File: src/rtl/hist_eq_pkg.sv
// Shared types and constants of the histogram equalizer.
// No dependencies; imported by every other file of the block except hist_eq_ram.
package hist_eq_pkg;

    localparam int LEVELS     = 256;
    localparam int LEVEL_BITS = 8;
    localparam int CFG_BITS   = 13;

    // Configuration register indexes
    localparam logic REG_WIDTH  = 1'b0;
    localparam logic REG_HEIGHT = 1'b1;

    typedef enum logic [8:0] {
        ST_CLEAR    = 9'b000000001,
        ST_COUNT    = 9'b000000010,
        ST_COUNT_WR = 9'b000000100,
        ST_SUM_RD   = 9'b000001000,
        ST_SUM_ACC  = 9'b000010000,
        ST_DIV_RD   = 9'b000100000,
        ST_DIV_LD   = 9'b001000000,
        ST_DIV_IT   = 9'b010000000,
        ST_MAP      = 9'b100000000
    } state_t;

    typedef struct packed {
        logic idx_inc;       // advance level sweep index
        logic hist_rd_pix;   // read histogram at incoming red level
        logic hist_wr_pix;   // write back incremented count
        logic hist_rd_idx;   // read histogram at sweep index
        logic hist_wr_zero;  // zero histogram at sweep index
        logic sum_clr;       // clear running sum and min search
        logic sum_acc;       // accumulate one level in the first sweep
        logic div_load;      // load dividend/divisor for one level
        logic div_step;      // one quotient bit
        logic map_wr;        // write map entry at sweep index
        logic map_accept;    // mapping-pass pixel accepted
        logic pix_step;      // count one pixel of the current pass
    } cmd_t;

    typedef struct packed {
        logic idx_last;
        logic div_last;
        logic pass_end;      // this pixel closes the pass
        logic map_room;      // map pipeline can take a pixel
    } status_t;

endpackage

File: src/rtl/hist_eq_ctrl.sv
// Sequencer of the histogram equalizer: passes, clearing and map build.
// Depends on hist_eq_pkg.
module hist_eq_ctrl
    import hist_eq_pkg::*;
(
    input  logic    clk,
    input  logic    rst_n,
    input  logic    in_valid,
    input  status_t st,
    output logic    in_ready,
    output cmd_t    cmd
);

    state_t state_reg, state_next;

    always_ff @(posedge clk or negedge rst_n)
    begin
        if (!rst_n)
        begin
            state_reg <= ST_CLEAR;
        end
        else
        begin
            state_reg <= state_next;
        end
    end

    always_comb
    begin
        state_next = state_reg;
        cmd        = '0;
        in_ready   = 1'b0;
        case (state_reg)
            ST_CLEAR:
            begin
                cmd.hist_wr_zero = 1'b1;
                cmd.idx_inc      = 1'b1;
                if (st.idx_last)
                begin
                    state_next = ST_COUNT;
                end
            end
            ST_COUNT:
            begin
                in_ready = 1'b1;
                if (in_valid)
                begin
                    cmd.hist_rd_pix = 1'b1;
                    state_next      = ST_COUNT_WR;
                end
            end
            ST_COUNT_WR:
            begin
                cmd.hist_wr_pix = 1'b1;
                cmd.pix_step    = 1'b1;
                if (st.pass_end)
                begin
                    cmd.sum_clr = 1'b1;
                    state_next  = ST_SUM_RD;
                end
                else
                begin
                    state_next = ST_COUNT;
                end
            end
            ST_SUM_RD:
            begin
                cmd.hist_rd_idx = 1'b1;
                state_next      = ST_SUM_ACC;
            end
            ST_SUM_ACC:
            begin
                cmd.sum_acc = 1'b1;
                cmd.idx_inc = 1'b1;
                state_next  = st.idx_last ? ST_DIV_RD : ST_SUM_RD;
            end
            ST_DIV_RD:
            begin
                cmd.hist_rd_idx = 1'b1;
                state_next      = ST_DIV_LD;
            end
            ST_DIV_LD:
            begin
                cmd.div_load     = 1'b1;
                cmd.hist_wr_zero = 1'b1;
                state_next       = ST_DIV_IT;
            end
            ST_DIV_IT:
            begin
                cmd.div_step = 1'b1;
                if (st.div_last)
                begin
                    cmd.map_wr  = 1'b1;
                    cmd.idx_inc = 1'b1;
                    state_next  = st.idx_last ? ST_MAP : ST_DIV_RD;
                end
            end
            ST_MAP:
            begin
                in_ready = st.map_room;
                if (in_valid && st.map_room)
                begin
                    cmd.map_accept = 1'b1;
                    cmd.pix_step   = 1'b1;
                    if (st.pass_end)
                    begin
                        state_next = ST_COUNT;
                    end
                end
            end
            default:
            begin
                state_next = ST_CLEAR;
            end
        endcase
    end

    a_ready_state: assert property (@(posedge clk) disable iff (!rst_n)
        in_ready |-> (state_reg == ST_COUNT || state_reg == ST_MAP))
        else $error("input ready outside a pixel pass");

    a_map_after_build: assert property (@(posedge clk) disable iff (!rst_n)
        (state_reg == ST_MAP && $past(state_reg) != ST_MAP)
            |-> $past(state_reg) == ST_DIV_IT)
        else $error("mapping pass entered without map build");

    a_sum_after_pass: assert property (@(posedge clk) disable iff (!rst_n)
        (state_reg == ST_SUM_RD && $past(state_reg) == ST_COUNT_WR)
            |-> $past(st.pass_end))
        else $error("map build started before end of counting pass");

endmodule

File: config.mk
export PLATFORM = sky130hd
export DESIGN_NAME = hist_eq_ctrl
export DESIGN_NICKNAME = d
export VERILOG_FILES = /design/src/rtl/hist_eq_pkg.sv /design/src/rtl/hist_eq_ctrl.sv
export SDC_FILE = /design/constraint.sdc
export NUM_CORES = 1
export LEC_CHECK = 0
export BUFFER_PORTS_ARGS = -buffer_cell sky130_fd_sc_hd__buf_4
export CORE_MARGIN = 1.5
export CORE_UTILIZATION = 50
export CTS_CLUSTER_DIAMETER = 150
export DETAILED_ROUTE_END_ITERATION = 16
export GPL_ROUTABILITY_DRIVEN = 0
export MAX_ROUTING_LAYER = met4
export PLACE_DENSITY_LB_ADDON = 0.12
export SYNTH_ARGS = -nofsm -noshare
export SYNTH_HDL_FRONTEND = slang
export SYNTH_SLANG_ARGS = --single-unit
File: constraint.sdc
create_clock -name clk -period 3.05 [get_ports clk]
set_input_delay 0.305 -clock clk [delete_from_list [all_inputs] [get_ports clk]]
set_output_delay 0.305 -clock clk [all_outputs]
set_load 0.1 [all_outputs]
==> results.sh <==
export IMPL_status="complete, no violations"
export IMPL_synth_top_cell_area_share=0.275
export IMPL_place_ws_ns=0.840
export IMPL_drt_first_pass_iters=4
export IMPL_initial_core_util=0.546
export IMPL_fin_tns_setup_ns=0
export IMPL_worstPathMaxFanout=12
export IMPL_cts_resized=0
export IMPL_cts_buffer_depth=2
export IMPL_postPlaceCellArea_um2=868
export IMPL_die_area_um2=1690
export IMPL_slew_viol_final=0
export IMPL_finClkSkew_ns=0.00344
export IMPL_drive_above_1_share=0.308
export IMPL_setup_ws_ns=0.560
export IMPL_root_buffer="clkbuf_4"
export IMPL_grt_setup_unrepaired="false"
export IMPL_crit_slowest_cell="or4_4"
export IMPL_end_kind="primary output"
export IMPL_cts_tree="done"
export IMPL_post_drt_wl_per_cell_um=14.5
export IMPL_async_flop_share=1.00
export IMPL_max_stage_delay_ns=0.61
export IMPL_grt_max_degree=13
export IMPL_overflow=0
export IMPL_hold_viol_final=0
export IMPL_vias_per_cell=6.07
export IMPL_fp_row_count=13
export IMPL_synth_area_leader_cell="dfrtp_1"
export IMPL_chipWidth_um=41.2
export IMPL_drc=0
export IMPL_synth_cell_types=38
export IMPL_postRouteWirelength_um=1780
export IMPL_antennaDiodeCount=0
export IMPL_io_buffers=19
export IMPL_die_y_um=41.2
export IMPL_clock_sinks=9
export IMPL_path_buf_inv=1
export IMPL_tightest_slew_ns=0.472
export IMPL_fmax_ghz=0.402
export IMPL_drtIter0Drc=40
export IMPL_critPathTopFamily="simple AND/OR/NAND/NOR gates"
export IMPL_io_pins=20
export IMPL_postRouteAntennaNets=0
export IMPL_final_nets=115
export IMPL_avgSynthCellArea_um2=7.92
export IMPL_clk_latency_ns=0.26
export IMPL_synth_edff_count=0
export IMPL_critPathKind="reg -> out"
export IMPL_crit_arrival_ns=2.19
export IMPL_dr_total_vias=741
export IMPL_fin_util=0.678
export IMPL_cp_start_kind="flop"
export IMPL_cp_cell_sequence="or4_4 > nor3_1 > nand3_1 > nor2_1 > buf_4"
export IMPL_clk_pin_slew_ns=0.06
export IMPL_seq_area_frac_synth=0.311
export IMPL_hpwlAfterDp_um=1360
export IMPL_htreeDepth=1
export IMPL_whs_ns=0.273
export IMPL_period_share=0.816
export IMPL_setup_viol=0
export IMPL_synthFlopType="dfrtp_1"
export IMPL_hold_path_class="in -> reg"
export IMPL_core_area_um2=1330
export IMPL_grt_pass1_wl_um=2860
export IMPL_cts_buffers=3
export IMPL_area_growth_synth_to_final_pct=24.2
export IMPL_power_density_nw_per_um2=814
export IMPL_synth_area_um2=728
export IMPL_track_usage=0.259
export IMPL_netlist_instances=92
export IMPL_syn_nets=99
export IMPL_ys_warn_count=0
export IMPL_grt_pass1_vias=629
export IMPL_power_leakage_nw=0.461
export IMPL_synth_area_top_cells="dfrtp_1 27%, and3_1 4.3%, nor2_1 4.1%"
export IMPL_max_slew_margin_rel=0.683
export IMPL_antenna_found_initial=0
export IMPL_ys_ff_latch=9
export IMPL_synth_cells_most_frequent="8 x dfrtp_1, 8 x nor2_1, 7 x clkbuf_1, 7 x nand2_1"
export IMPL_largest_reg_flops=9
export IMPL_drv_cap=0
export IMPL_required_ns=2.74
export IMPL_post_route_min_period_ns=2.49
export IMPL_ir_drop_v=0.000501
export IMPL_final_cell_area_um2=905
worst paths after layout:
kind	startpoint	end	slack, ns	cells past startpoint
worst max-delay path	state_reg[4]$_DFFE_PN0P_	cmd[10]	0.56	5
worst min-delay path	st[3]	state_reg[0]$_DFFE_PN1P_	0.27	2
worst max register to register	state_reg[4]$_DFFE_PN0P_	state_reg[1]$_DFFE_PN0P_	1.01	4
worst min register to register	state_reg[6]$_DFFE_PN0P_	state_reg[5]$_DFFE_PN0P_	0.66	1
max in group asynchronous	rst_n	state_reg[0]$_DFFE_PN1P_	2.43	2
min in group asynchronous	rst_n	state_reg[6]$_DFFE_PN0P_	0.41	2
stage by stage:
stage / instances / total power (W)
floorplan: 92 / 0.000551
global placement: 117 / 0.000642
detailed placement: 117 / 0.000643
CTS: 122 / 0.000734
global route: 122 / 0.000780
finish: 122 / 0.000736
repair_timing:
action                                  CTS  global route
hold endpoints to repair                  8             0
hold buffers                              1             0
endpoints found under the setup margin    0             0
buffers inserted                          0             0
final cells by class:
class,count,area (um^2)
Clock buffer,4,26.3
Fill cell,124,429
Inverter,5,18.8
Multi-Input combinational cell,69,462
Sequential cell,9,226
Tap cell,15,18.8
Timing Repair Buffer,20,153
cells by family (layout without fill, tap and decap cells):
family          Yosys count  after routing  share of synthesized area
compound gates           15             15                      0.148
xor+xnor                  3              3                     0.0361
buf+inv                  14             29                     0.0842
flops                     9              9                      0.311
simple gates             51             51                      0.421
layout by cell type, fill, tap and decap left out, types with 2 or more instances in the layout:
cell type / synthesis / final
xor2_1: 3 / 3
nor4_1: 3 / 2
nand3_1: 5 / 5
nand2_1: 7 / 7
clkbuf_4: 0 / 3
o22ai_1: 2 / 2
nor3b_1: 2 / 2
buf_4: 0 / 19
dfrtp_1: 8 / 8
and3_1: 5 / 5
or4_1: 2 / 2
nor3_1: 5 / 5
o21ai_0: 3 / 3
nand2b_1: 2 / 2
inv_1: 5 / 5
nor2_1: 8 / 8
report_power, final:
group | internal [W] | total, W | switching (W)
Combinational | 0.000129 | 0.000457 | 0.000327
Clock | 0.0000503 | 0.0000897 | 0.0000394
Sequential | 0.000141 | 0.000190 | 0.0000481
Total | 0.000321 | 0.000736 | 0.000415
layer usage:
metal,GRT usage,vias up,wire length (um)
met5,-,-,0
met4,0.121,0,0
met3,0.0163,0,119
met2,0.363,35,817
met1,0.372,338,839
li1,-,368,-
(Power assumes the default switching activity.)
